<file path="config.mk">
export PLATFORM = sky130hd
export DESIGN_NAME = prescaled_timer_counter_8bit
export DESIGN_NICKNAME = d
export VERILOG_FILES = /design/src/ptc_pkg.sv /design/src/prescaled_timer_counter_8bit.sv /design/src/ptc_cfg_regs.sv /design/src/ptc_update.sv
export SDC_FILE = /design/constraint.sdc
export NUM_CORES = 1
export LEC_CHECK = 0
export ABC_AREA = 1
export CAP_MARGIN = 20
export CORE_UTILIZATION = 50
export DETAILED_ROUTE_END_ITERATION = 8
export DONT_BUFFER_PORTS = 1
export HOLD_SLACK_MARGIN = 0.03
export SYNTH_ARGS = -nofsm -noshare
export SYNTH_HDL_FRONTEND = slang
export SYNTH_SLANG_ARGS = --single-unit
</file>
<file path="constraint.sdc">
create_clock -name clk -period 3.4 [get_ports clk]
set_clock_uncertainty 0.2 [all_clocks]
set_input_delay 0.34 -clock clk [delete_from_list [all_inputs] [get_ports clk]]
set_output_delay 0.34 -clock clk [all_outputs]
set_load 0.03 [all_outputs]
</file>
<file path="src/ptc_pkg.sv">
package ptc_pkg;

	localparam int unsigned DATA_W     = 8;
	localparam int unsigned PRESCALE_W = 11;
	localparam int unsigned CMD_W      = 2;
	localparam int unsigned SEL_W      = 3;
	localparam int unsigned MODE_W     = 3;
	localparam int unsigned CFG_IDX_W  = 8;
	localparam int unsigned IN_DATA_W  = 8;
	localparam int unsigned OUT_DATA_W = 24;

	localparam logic [CMD_W-1:0] CMD_TICK       = 2'd0;
	localparam logic [CMD_W-1:0] CMD_WR_COUNTER = 2'd1;
	localparam logic [CMD_W-1:0] CMD_WR_FLAGS   = 2'd2;

	localparam logic [CFG_IDX_W-1:0] REG_CLK_SEL       = 8'd0;
	localparam logic [CFG_IDX_W-1:0] REG_WAVEFORM_MODE = 8'd1;
	localparam logic [CFG_IDX_W-1:0] REG_COMPARE_A     = 8'd2;
	localparam logic [CFG_IDX_W-1:0] REG_COMPARE_B     = 8'd3;

	localparam logic [SEL_W-1:0] SEL_STOPPED  = 3'd0;
	localparam logic [SEL_W-1:0] SEL_DIV8     = 3'd2;
	localparam logic [SEL_W-1:0] SEL_DIV64    = 3'd3;
	localparam logic [SEL_W-1:0] SEL_DIV256   = 3'd4;
	localparam logic [SEL_W-1:0] SEL_DIV1024  = 3'd5;

	localparam logic [MODE_W-1:0] MODE_CTC_A   = 3'd2;
	localparam logic [MODE_W-1:0] MODE_PWM_A   = 3'd5;
	localparam logic [MODE_W-1:0] MODE_FAST_A  = 3'd7;

	localparam logic [DATA_W-1:0] COUNTER_TOP = 8'hFF;

	localparam int unsigned FLAG_OVERFLOW_BIT = 0;
	localparam int unsigned FLAG_MATCH_A_BIT  = 1;
	localparam int unsigned FLAG_MATCH_B_BIT  = 2;

	typedef struct packed {
		logic [SEL_W-1:0]  clk_sel;
		logic [MODE_W-1:0] waveform_mode;
		logic [DATA_W-1:0] compare_a;
		logic [DATA_W-1:0] compare_b;
	} cfg_t;

	typedef struct packed {
		logic [PRESCALE_W-1:0] prescale_count;
		logic [DATA_W-1:0]     counter;
		logic [DATA_W-1:0]     flags;
	} timer_state_t;

	function automatic logic [PRESCALE_W-1:0] divisor_of(input logic [SEL_W-1:0] sel);
		logic [PRESCALE_W-1:0] d;
		case (sel)
			SEL_DIV8:    d = 11'd8;
			SEL_DIV64:   d = 11'd64;
			SEL_DIV256:  d = 11'd256;
			SEL_DIV1024: d = 11'd1024;
			default:     d = 11'd1;
		endcase
		return d;
	endfunction

endpackage

</file>
<file path="src/prescaled_timer_counter_8bit.sv">
// Eight-bit timer/counter with a clock prescaler, an overflow flag and two
// compare units. Each input item is a tick or a software write of the counter
// or the flag byte, and each one yields exactly one result item holding the
// counter, the flag byte and whether the counter stepped. An item is taken
// into an input register, updated against the timer state by combinational
// logic and placed in an output register. One item is accepted every clock
// cycle while the sink takes the results, and each result is presented from
// the output register once its item has moved on from the input register.
// A result held by the sink keeps the input register full, and the block
// then takes no new item until it moves.
// Configuration writes are always ready and take effect at once.
module prescaled_timer_counter_8bit (
	input  logic                             clk,
	input  logic                             arst_n,
	input  logic                             s_tvalid,
	output logic                             s_tready,
	// write_data[7:0]
	input  logic [ptc_pkg::IN_DATA_W-1:0]    s_tdata,
	// command[1:0]
	input  logic [ptc_pkg::CMD_W-1:0]        s_tuser,
	output logic                             m_tvalid,
	input  logic                             m_tready,
	// counter_value[7:0], flag_byte[15:8], counter_stepped[16], zeros[23:17]
	output logic [ptc_pkg::OUT_DATA_W-1:0]   m_tdata,
	input  logic                             cfg_valid,
	output logic                             cfg_ready,
	input  logic [ptc_pkg::CFG_IDX_W-1:0]    cfg_index,
	input  logic [ptc_pkg::DATA_W-1:0]       cfg_data
);
	import ptc_pkg::*;

	cfg_t                 cfg;
	timer_state_t         state_q;
	timer_state_t         state_nxt;
	logic                 stepped_nxt;
	logic                 valid_s1;
	logic [CMD_W-1:0]     cmd_s1;
	logic [DATA_W-1:0]    data_s1;
	logic                 out_valid_q;
	logic [DATA_W-1:0]    out_counter_q;
	logic [DATA_W-1:0]    out_flags_q;
	logic                 out_stepped_q;
	logic                 advance;

	assign cfg_ready = 1'b1;

	ptc_cfg_regs u_cfg (
		.clk      (clk),
		.arst_n   (arst_n),
		.wr_en    (cfg_valid),
		.wr_index (cfg_index),
		.wr_data  (cfg_data),
		.cfg      (cfg)
	);

	ptc_update u_update (
		.cfg        (cfg),
		.cur        (state_q),
		.command    (cmd_s1),
		.write_data (data_s1),
		.nxt        (state_nxt),
		.stepped    (stepped_nxt)
	);

	assign advance  = valid_s1 && (!out_valid_q || m_tready);
	assign s_tready = !valid_s1 || advance;

	always_ff @(posedge clk or negedge arst_n) begin
		if (!arst_n) begin
			valid_s1 <= 1'b0;
		end else if (s_tready) begin
			valid_s1 <= s_tvalid;
		end
	end

	always_ff @(posedge clk) begin
		if (s_tready && s_tvalid) begin
			cmd_s1  <= s_tuser;
			data_s1 <= s_tdata[DATA_W-1:0];
		end
	end

	always_ff @(posedge clk or negedge arst_n) begin
		if (!arst_n) begin
			state_q     <= '0;
			out_valid_q <= 1'b0;
		end else begin
			if (advance) begin
				state_q     <= state_nxt;
				out_valid_q <= 1'b1;
			end else if (m_tready) begin
				out_valid_q <= 1'b0;
			end
		end
	end

	always_ff @(posedge clk) begin
		if (advance) begin
			out_counter_q <= state_nxt.counter;
			out_flags_q   <= state_nxt.flags;
			out_stepped_q <= stepped_nxt;
		end
	end

	assign m_tvalid = out_valid_q;
	assign m_tdata  = {{(OUT_DATA_W - 2*DATA_W - 1){1'b0}}, out_stepped_q,
	                   out_flags_q, out_counter_q};

endmodule

</file>
<file path="src/ptc_cfg_regs.sv">
module ptc_cfg_regs (
	input  logic                           clk,
	input  logic                           arst_n,
	input  logic                           wr_en,
	input  logic [ptc_pkg::CFG_IDX_W-1:0]  wr_index,
	input  logic [ptc_pkg::DATA_W-1:0]     wr_data,
	output ptc_pkg::cfg_t                  cfg
);
	import ptc_pkg::*;

	cfg_t cfg_q;

	always_ff @(posedge clk or negedge arst_n) begin
		if (!arst_n) begin
			cfg_q <= '0;
		end else if (wr_en) begin
			case (wr_index)
				REG_CLK_SEL:       cfg_q.clk_sel       <= wr_data[SEL_W-1:0];
				REG_WAVEFORM_MODE: cfg_q.waveform_mode <= wr_data[MODE_W-1:0];
				REG_COMPARE_A:     cfg_q.compare_a     <= wr_data;
				REG_COMPARE_B:     cfg_q.compare_b     <= wr_data;
				default: ;
			endcase
		end
	end

	assign cfg = cfg_q;

endmodule

</file>
<file path="src/ptc_update.sv">
module ptc_update (
	input  ptc_pkg::cfg_t                cfg,
	input  ptc_pkg::timer_state_t        cur,
	input  logic [ptc_pkg::CMD_W-1:0]    command,
	input  logic [ptc_pkg::DATA_W-1:0]   write_data,
	output ptc_pkg::timer_state_t        nxt,
	output logic                         stepped
);
	import ptc_pkg::*;

	logic [PRESCALE_W-1:0] pre_inc;
	logic [DATA_W-1:0]     ctr_inc;
	logic [DATA_W-1:0]     ctr_after_a;
	logic                  match_a;
	logic                  clears_a;

	always_comb begin
		pre_inc     = cur.prescale_count + 1'b1;
		ctr_inc     = cur.counter + 1'b1;
		match_a     = (ctr_inc == cfg.compare_a);
		clears_a    = (cfg.waveform_mode inside {MODE_CTC_A, MODE_PWM_A, MODE_FAST_A});
		ctr_after_a = (match_a && clears_a) ? '0 : ctr_inc;

		nxt     = cur;
		stepped = 1'b0;
		case (command)
			CMD_TICK: begin
				if (cfg.clk_sel != SEL_STOPPED) begin
					nxt.prescale_count = pre_inc;
					if (pre_inc >= divisor_of(cfg.clk_sel)) begin
						nxt.prescale_count = '0;
						nxt.counter        = ctr_after_a;
						stepped            = 1'b1;
						if (cur.counter == COUNTER_TOP)
							nxt.flags[FLAG_OVERFLOW_BIT] = 1'b1;
						if (match_a)
							nxt.flags[FLAG_MATCH_A_BIT] = 1'b1;
						if (ctr_after_a == cfg.compare_b)
							nxt.flags[FLAG_MATCH_B_BIT] = 1'b1;
					end
				end
			end
			CMD_WR_COUNTER: nxt.counter = write_data;
			CMD_WR_FLAGS:   nxt.flags   = write_data;
			default: ;
		endcase
	end

endmodule
</file>
* Yosys cells after proc, flatten, opt, wreduce, memory -nomap -nowiden *
Index checks and enable logic that the tools add are counted.

operators by class
  equal/unequal tests = 15
  mux-type cells = 17
  order comparisons = 1
  reductions and logical operators = 18
  add/subtract/negate cells = 2

operator list
  kind                   count
  $pmux 11 s4            1
  $mux 11                2
  $mux 19                1
  $eq 8x2->1 const B     2
  $eq 8x8->1             2
  $mux 8                 2
  $pmux 8 s2             1
  $eq 3x3->1 const B     4
  $add 11x1->11 const B  1
  $ge 11x11->1           1
  $reduce_and 2->1       5
  $eq 3x2->1 const B     3
  $add 8x1->8 const B    1
  $eq 8x1->1 const B     1
  $eq 8x8->1 const B     1
  $logic_not 8->1        1
  $mux 1                 6
  $mux 3                 2
  $pmux 3 s2             1
  $reduce_bool 3->1      2
  $mux 5                 1
  $logic_and 1x1->1      3
  $reduce_and 3->1       1
  $eq 2x1->1 const B     1
  5 further kinds        7

word-level totals
  register bits = 78
  output and inout bits = 27
  bits of input ports = 31
  word-level logic and storage cells = 67

* Longest topological paths before layout *
Gate-level depths: netlist of run 1.

  depth after elaboration = 9
  depth in mapped cells = 23
  mapped depth without buffers = 23

* Hierarchy *
From an unflattened synthesis of run 1, not the netlist that was laid out.

unflattened totals
  cells, all modules = 561
  area total of the unflattened synthesis = 4,525.6 µm²

by module, submodules not included
  module                        seq. area each (µm²)  area each (µm²)  cells each  instances
  prescaled_timer_counter_8bit  1,536.5               2,073.2          166         1
  ptc_update                    0.0                   1,458.9          281         1
  ptc_cfg_regs                  550.5                 993.5            114         1

* Worst setup path before layout of run 1 *
No wires, ideal clock.

  kind = flip-flop to flip-flop
  start point = reg state_q[16] in the netlist's numbering
  end point = reg out_counter_q[2], data pin
  path slack = 0.760 ns
  path buffers = 1
  library setup time = 0.276 ns
  clock period less this slack = 2.640 ns
  required time = 2.924 ns
  arrival time = 2.165 ns
  cell stages (with the launch flop) = 15
  path through = dfrtp_1 ha_1 nand2_1 inv_1 nand2_1 nor2_1 inv_1 nor3_1 xor2_1 ha_1 nand2_1 a21oi_4 buf_4 o211ai_1 o211ai_1

RTL lines
  item                    line                                RTL
  from (decl)             prescaled_timer_counter_8bit.sv:33  timer_state_t state_q;
  from (signal assigned)  prescaled_timer_counter_8bit.sv:89  state_q <= state_nxt;
  to (signal assigned)    prescaled_timer_counter_8bit.sv:99  out_counter_q <= state_nxt.counter;
  to (decl)               prescaled_timer_counter_8bit.sv:40  logic [DATA_W-1:0] out_counter_q;

==> results of run 1 <==
per-stage QoR:
step,total power [mW],hold slack [ns]
floorplan,2.09,-0.156
global placement,2.25,-0.154
detailed placement,2.28,-0.154
CTS,3.16,0.0863
global route,3.34,0.141
finish,3.14,0.0949
cells by family (layout without fill, tap and decap cells):
group           after synthesis  in the layout  share of synthesized area
simple gates                234            234                      0.249
buf+inv                      86            107                     0.0919
compound gates               79             79                      0.111
flops                        78             78                      0.506
xor+xnor                      8              8                     0.0170
fa+ha+maj                     7              7                     0.0212
other cells                   2              8                    0.00182
mux                           1              1                    0.00243
how the worst max path moves through the flow:
stage	startpoint	to	slack, ns	cells after the start
after floorplan	state_q[16]	out_counter_q[2]	0.76	14
after detailed placement	state_q[16]	state_q[12]	0.37	20
after global placement	state_q[16]	out_counter_q[3]	0.35	14
after CTS	state_q[16]	out_counter_q[3]	0.35	14
final	state_q[16]	state_q[8]	0.38	16
after global routing	state_q[16]	state_q[8]	0.04	20
layout make-up:
| type | instances | area share |
|---|---|---|
| Sequential cell | 78 | 0.448 |
| Multi-Input combinational cell | 337 | 0.361 |
| Timing Repair Buffer | 25 | 0.0585 |
| Inverter | 66 | 0.0531 |
| Tap cell | 102 | 0.0274 |
| Clock buffer | 9 | 0.0266 |
| Clock inverter | 7 | 0.0260 |
sequential cells by signal (all words and copies together) (netlist names):
| name | flops |
|---|---|
| out_counter_q | 8 |
| valid_s1 | 1 |
| out_flags_q | 8 |
| cmd_s1 | 2 |
| out_stepped_q | 1 |
| state_q | 27 |
| u_cfg.cfg | 22 |
| data_s1 | 8 |
| m_tvalid | 1 |
worst min-delay path: cells and delay by family:
family           cells  cell delay, ns
AND/OR/NAND/NOR      2            0.17
AO/OA/AOI/OAI        1            0.09
cell usage after synthesis (all sizes together):
cell type,number,area (sq um)
nor3,5,25.0
ha,7,87.6
and2,1,6.26
clkbuf,6,26.3
o21bai,1,7.51
or2,1,6.26
o21ai,53,269
or4,1,7.51
nand3b,1,7.51
xnor2,4,35.0
nor3b,1,7.51
nand3,37,200
nand2,160,631
buf,14,105
inv,66,248
nand4,3,25.0
xor2,4,35.0
edfxtp,27,811
a21oi,5,36.3
dfrtp,51,1280
mux2i,1,10.0
conb,2,7.51
nor2,24,110
o22ai,4,25.0
o211ai,16,120
per-layer routing:
layer,track usage,wire (microns)
met1,0.293,4040
met4,0.0859,156
met2,0.336,3940
met5,0,0
met3,0.0460,354
power by group:
group	switching (mW)	total (mW)	internal, mW
Clock	0.354	0.846	0.491
Combinational	0.556	0.859	0.303
Sequential	0.248	1.44	1.19
==> run metrics, run 1 <==
Final Hold Viols 0; Startpoint Class flop; crit-path cells ha_1 -> nand2_1 -> inv_1 -> nand2_1 -> nor2_1 -> inv_1 -> nor3_1 -> xor2_1 -> ha_1 -> nand2_1 -> a21oi_4 -> nand2_1 -> o211ai_1 -> o211ai_1 -> nand2_1 -> o21ai_0; post-synth cell types 37; DRT antenna net count 0; largest net degree at the start of global routing 52; MaxCap Viol Count 0; CP peak stage delay 0.41 ns; routed len/inst around 14 microns; syn avg cell area between 8 and 9 sq um; placed cells 586; R2R setup slack between 0.3 and 0.4 ns; sequential area share after synthesis 0.506; TritonCTS clock tree built; WP data arrival 3.05 ns; post-route insts no fill 624; vias in the first global route 3018; Worst Path Required 3.43 ns; Post-Syn Area approximately 4100 sq um; total number of vias 3225; total gr overflow 0; finished layout cell area 4660 sq um; Bufs and invs on worst path 2; drt first pass iters 4; layout cells sized above 1 0.0785; width of the die between 90 and 100 microns; final WL 8490 microns; Num CTS Buffers 9; num ports slightly below 60; Clock Latency Late Sink 0.36 ns; cell family with most CP delay simple AND/OR/NAND/NOR gates; slowest cell on the critical path dfrtp_1; worst vdd ir 0.315 mV; Power Density 674 nW/um^2; gpl congestion 0.888; first-pass GRT wire length 14300 microns; Synthesis Warnings 0; Setup TNS 0 ns; CTS root buffer clkbuf_8; clk buf depth 2; total track usage 0.216; Reg area between 2000 and 2500 sq um; area of the multi-input gates roughly 1700 sq um; worst slew pin tran 0.693 ns; final-report max-slew violation count 0; # DRC 0; nature of the critical path endpoint flop; H-tree levels 3; Setup CP Type flop to flop; post-layout util 0.594; Final HPWL DP 6320 microns; normalized max-slew margin 0.536; commonest non-fill, non-tap cell in the layout nand2_1; Worst Hold End u_cfg.cfg[16]; most frequent cells in the layout nand2_1, inv_1, o21ai_0; leakage 2.10 nW; die area around 8600 sq um; # setup viols final 0; Vias/cell approximately 5.2; nets 555; clock-pin slew on the worst setup and hold paths approximately 0.080 ns; 1st-iter DRT viols 125; Mapped Cells 495; Area after DPL about 4200 sq um; unrepaired setup endpoints after global routing false; post-CTS resize count 0; worst hold stages 3; initial antenna violation count 0; fin crit period 3.02 ns; core footprint between 7000 and 8000 sq um; Port Buffers 0; r2r startpoint state_q[16]; #FFs+latches synth 78; pre-CTS WS 0.367 ns; Area Overhead vs Synth 13.0%; total inserted antenna cells 0; hold path start cfg_index[1]; RR Endpoint state_q[8]; fillers 714; crit path max fanout 17; Initial Util 0.526; hold_buf cts 22; CP dominant cell by count nand2_1; post-CTS setup buffer count 0; status complete, no violations; Hold/Removal Path Class primary input to flop; final cycle utilization of the critical path 0.888; Die H 92.8 microns; # clock sinks 78; setup slack of the critical path after layout 0.382 ns; Reg2Reg Depth 16; Placement Rows 32; maximum clock rate 331 MHz
(Power assumes the default switching activity.)
==> run 2: changes to the inputs <==
--- a/config.mk
+++ b/config.mk
@@ -7,7 +7,7 @@
 export LEC_CHECK = 0
 export ABC_AREA = 1
 export CAP_MARGIN = 20
-export CORE_UTILIZATION = 50
+export CORE_UTILIZATION = 30
 export DETAILED_ROUTE_END_ITERATION = 8
 export DONT_BUFFER_PORTS = 1
 export HOLD_SLACK_MARGIN = 0.03
==> run metrics, run 2 (synthesized netlist as in run 1, its figures left out) <==
WP data arrival 3.09 ns; total track usage 0.135; total gr overflow 0; drt first pass iters 4; Final Hold Viols 0; Placement Rows between 40 and 50; total number of vias 3208; Power Density 686 nW/um^2; worst slew pin tran 0.674 ns; Final HPWL DP 6340 microns; area of the multi-input gates 1680 sq um; Initial Util 0.309; # setup viols final 0; post-layout util 0.358; Clock Latency Late Sink 0.34 ns; Pint 2.08 mW; worst vdd ir 0.305 mV; initial antenna violation count 0; Hold/Removal Path Class primary input to flop; Sw Ratio 0.365; maximum clock rate about 330 MHz; Startpoint Class flop; H-tree levels 3; nature of the critical path endpoint flop; die area ~14000 sq um; # DRC 0; unrepaired setup endpoints after global routing false; MaxCap Viol Count 0; normalized max-slew margin 0.549; Setup CP Type flop to flop; 1st-iter DRT viols 186; Vias/cell 4.62; num ports 58; fin crit period about 3.0 ns; first-pass GRT wire length 14900 microns; hold path start cfg_data[2]; width of the die 119 microns; fillers 1377; Worst Path Required 3.47 ns; clock share of power 0.301; Die H 119 microns; Num CTS Buffers 9; Area Overhead vs Synth 15.8%; routed len/inst 12.6 microns; Total Power 3.28 mW; Reg area 2090 sq um; post-CTS resize count 0; final-report max-slew violation count 0; commonest non-fill, non-tap cell in the layout nand2_1; # clock sinks 78; Worst Hold End u_cfg.cfg[2]; most frequent cells in the layout nand2_1, inv_1, o21ai_0; CTS root buffer clkbuf_16; Setup TNS 0 ns; NetSw 1.20 mW; gpl congestion 0.830; core footprint roughly 13000 sq um; total inserted antenna cells 0; most flop-heavy register state_q; worst hold stages 2; clock-pin slew on the worst setup and hold paths 0.06 ns; R2R setup slack 0.38 ns; final WL between 8000 and 9000 microns; TritonCTS clock tree built; combinational power share 0.258; leakage 2.11 nW; clk buf depth 2; final cycle utilization of the critical path 0.887; post-CTS setup buffer count 0; max reg flops 27; layout cells sized above 1 0.0809; r2r startpoint state_q[16]; Reg2Reg Depth 19; status complete, no violations; crit path max fanout 17; RR Endpoint state_q[2]; largest net degree at the start of global routing 52; nets between 500 and 600; sequential power share 0.440; Port Buffers 0; vias in the first global route 3046; DRT antenna net count 0
run 2: cell count changes in the layout (fill, tap and decap cells not counted), sizes merged:
cell | previous run | this run
clkbuf | 9 | 10
dlygate4sd3 | 21 | 18
bufinv | 3 | 1
inv | 67 | 66
clkinv | 2 | 3
clkinvlp | 1 | 2
run 2: repair_timing:
action / in CTS / in global routing
hold buffers: 19 / 0
setup endpoints to repair: 0 / 0
hold endpoints to repair: 73 / 0
run 2: final cells by class:
type,instances,share of cell area
sequential,78,0.437
multi-input combinational,337,0.352
inverter,66,0.0519
clock buffer,10,0.0500
timing repair buffer,22,0.0482
tap,176,0.0461
clock inverter,6,0.0149
run 2: worst max-delay path by stage:
stage,cells after the start,slack [ns],end,start
2_1_floorplan,14,0.76,out_counter_q[2],state_q[16]
6_report,19,0.38,state_q[2],state_q[16]
4_1_cts,19,0.36,state_q[2],state_q[16]
5_1_grt,23,0.02,state_q[2],state_q[16]
3_3_place_gp,18,0.46,out_flags_q[2],state_q[9]
3_5_place_dp,19,0.39,state_q[2],state_q[16]
run 2: routing by layer:
metal  up-vias  global-route usage  part of all wire
met4         0              0.0538             0.016
met5         -                   0                 0
met1      1465               0.186              0.51
met3        10              0.0402             0.052
met2        98               0.196              0.42
li1       1635                   -                 -
run 2: critical path, stage by stage, from the launching register on:
cell     delay [ns]
dfrtp_1        0.41
ha_1           0.22
nand2_1        0.09
inv_1          0.06
nand2_1        0.08
nor2_1         0.13
inv_1          0.07
nor3_1         0.17
xor2_1         0.12
ha_1           0.29
nand2_1        0.09
a21oi_4        0.39
nand2_1        0.11
nor2_1         0.09
nand3_1        0.12
nand2_1        0.08
nand2_1        0.06
nand2_2        0.06
nand2_1        0.04
nand2_1        0.08
run 2: stage by stage:
step	instance area, sq um	worst slack, ns	hold slack [ns]	cells
after floorplan	4150	0.760	-0.156	501
after global placement	4260	0.460	-0.153	660
after detailed placement	4260	0.387	-0.153	660
after CTS	4780	0.360	0.0442	695
after global routing	4780	0.0200	0.0609	695
final	4780	0.384	0.0493	695
run 2: power groups by stage:
stage | clock [mW] | combinational (mW) | sequential [mW]
global placement | 0 | 0.782 | 1.46
detailed placement | 0 | 0.811 | 1.46
global route | 1.05 | 0.979 | 1.47
finish | 0.988 | 0.846 | 1.44
floorplan | 0 | 0.691 | 1.40
CTS | 1.02 | 0.848 | 1.44
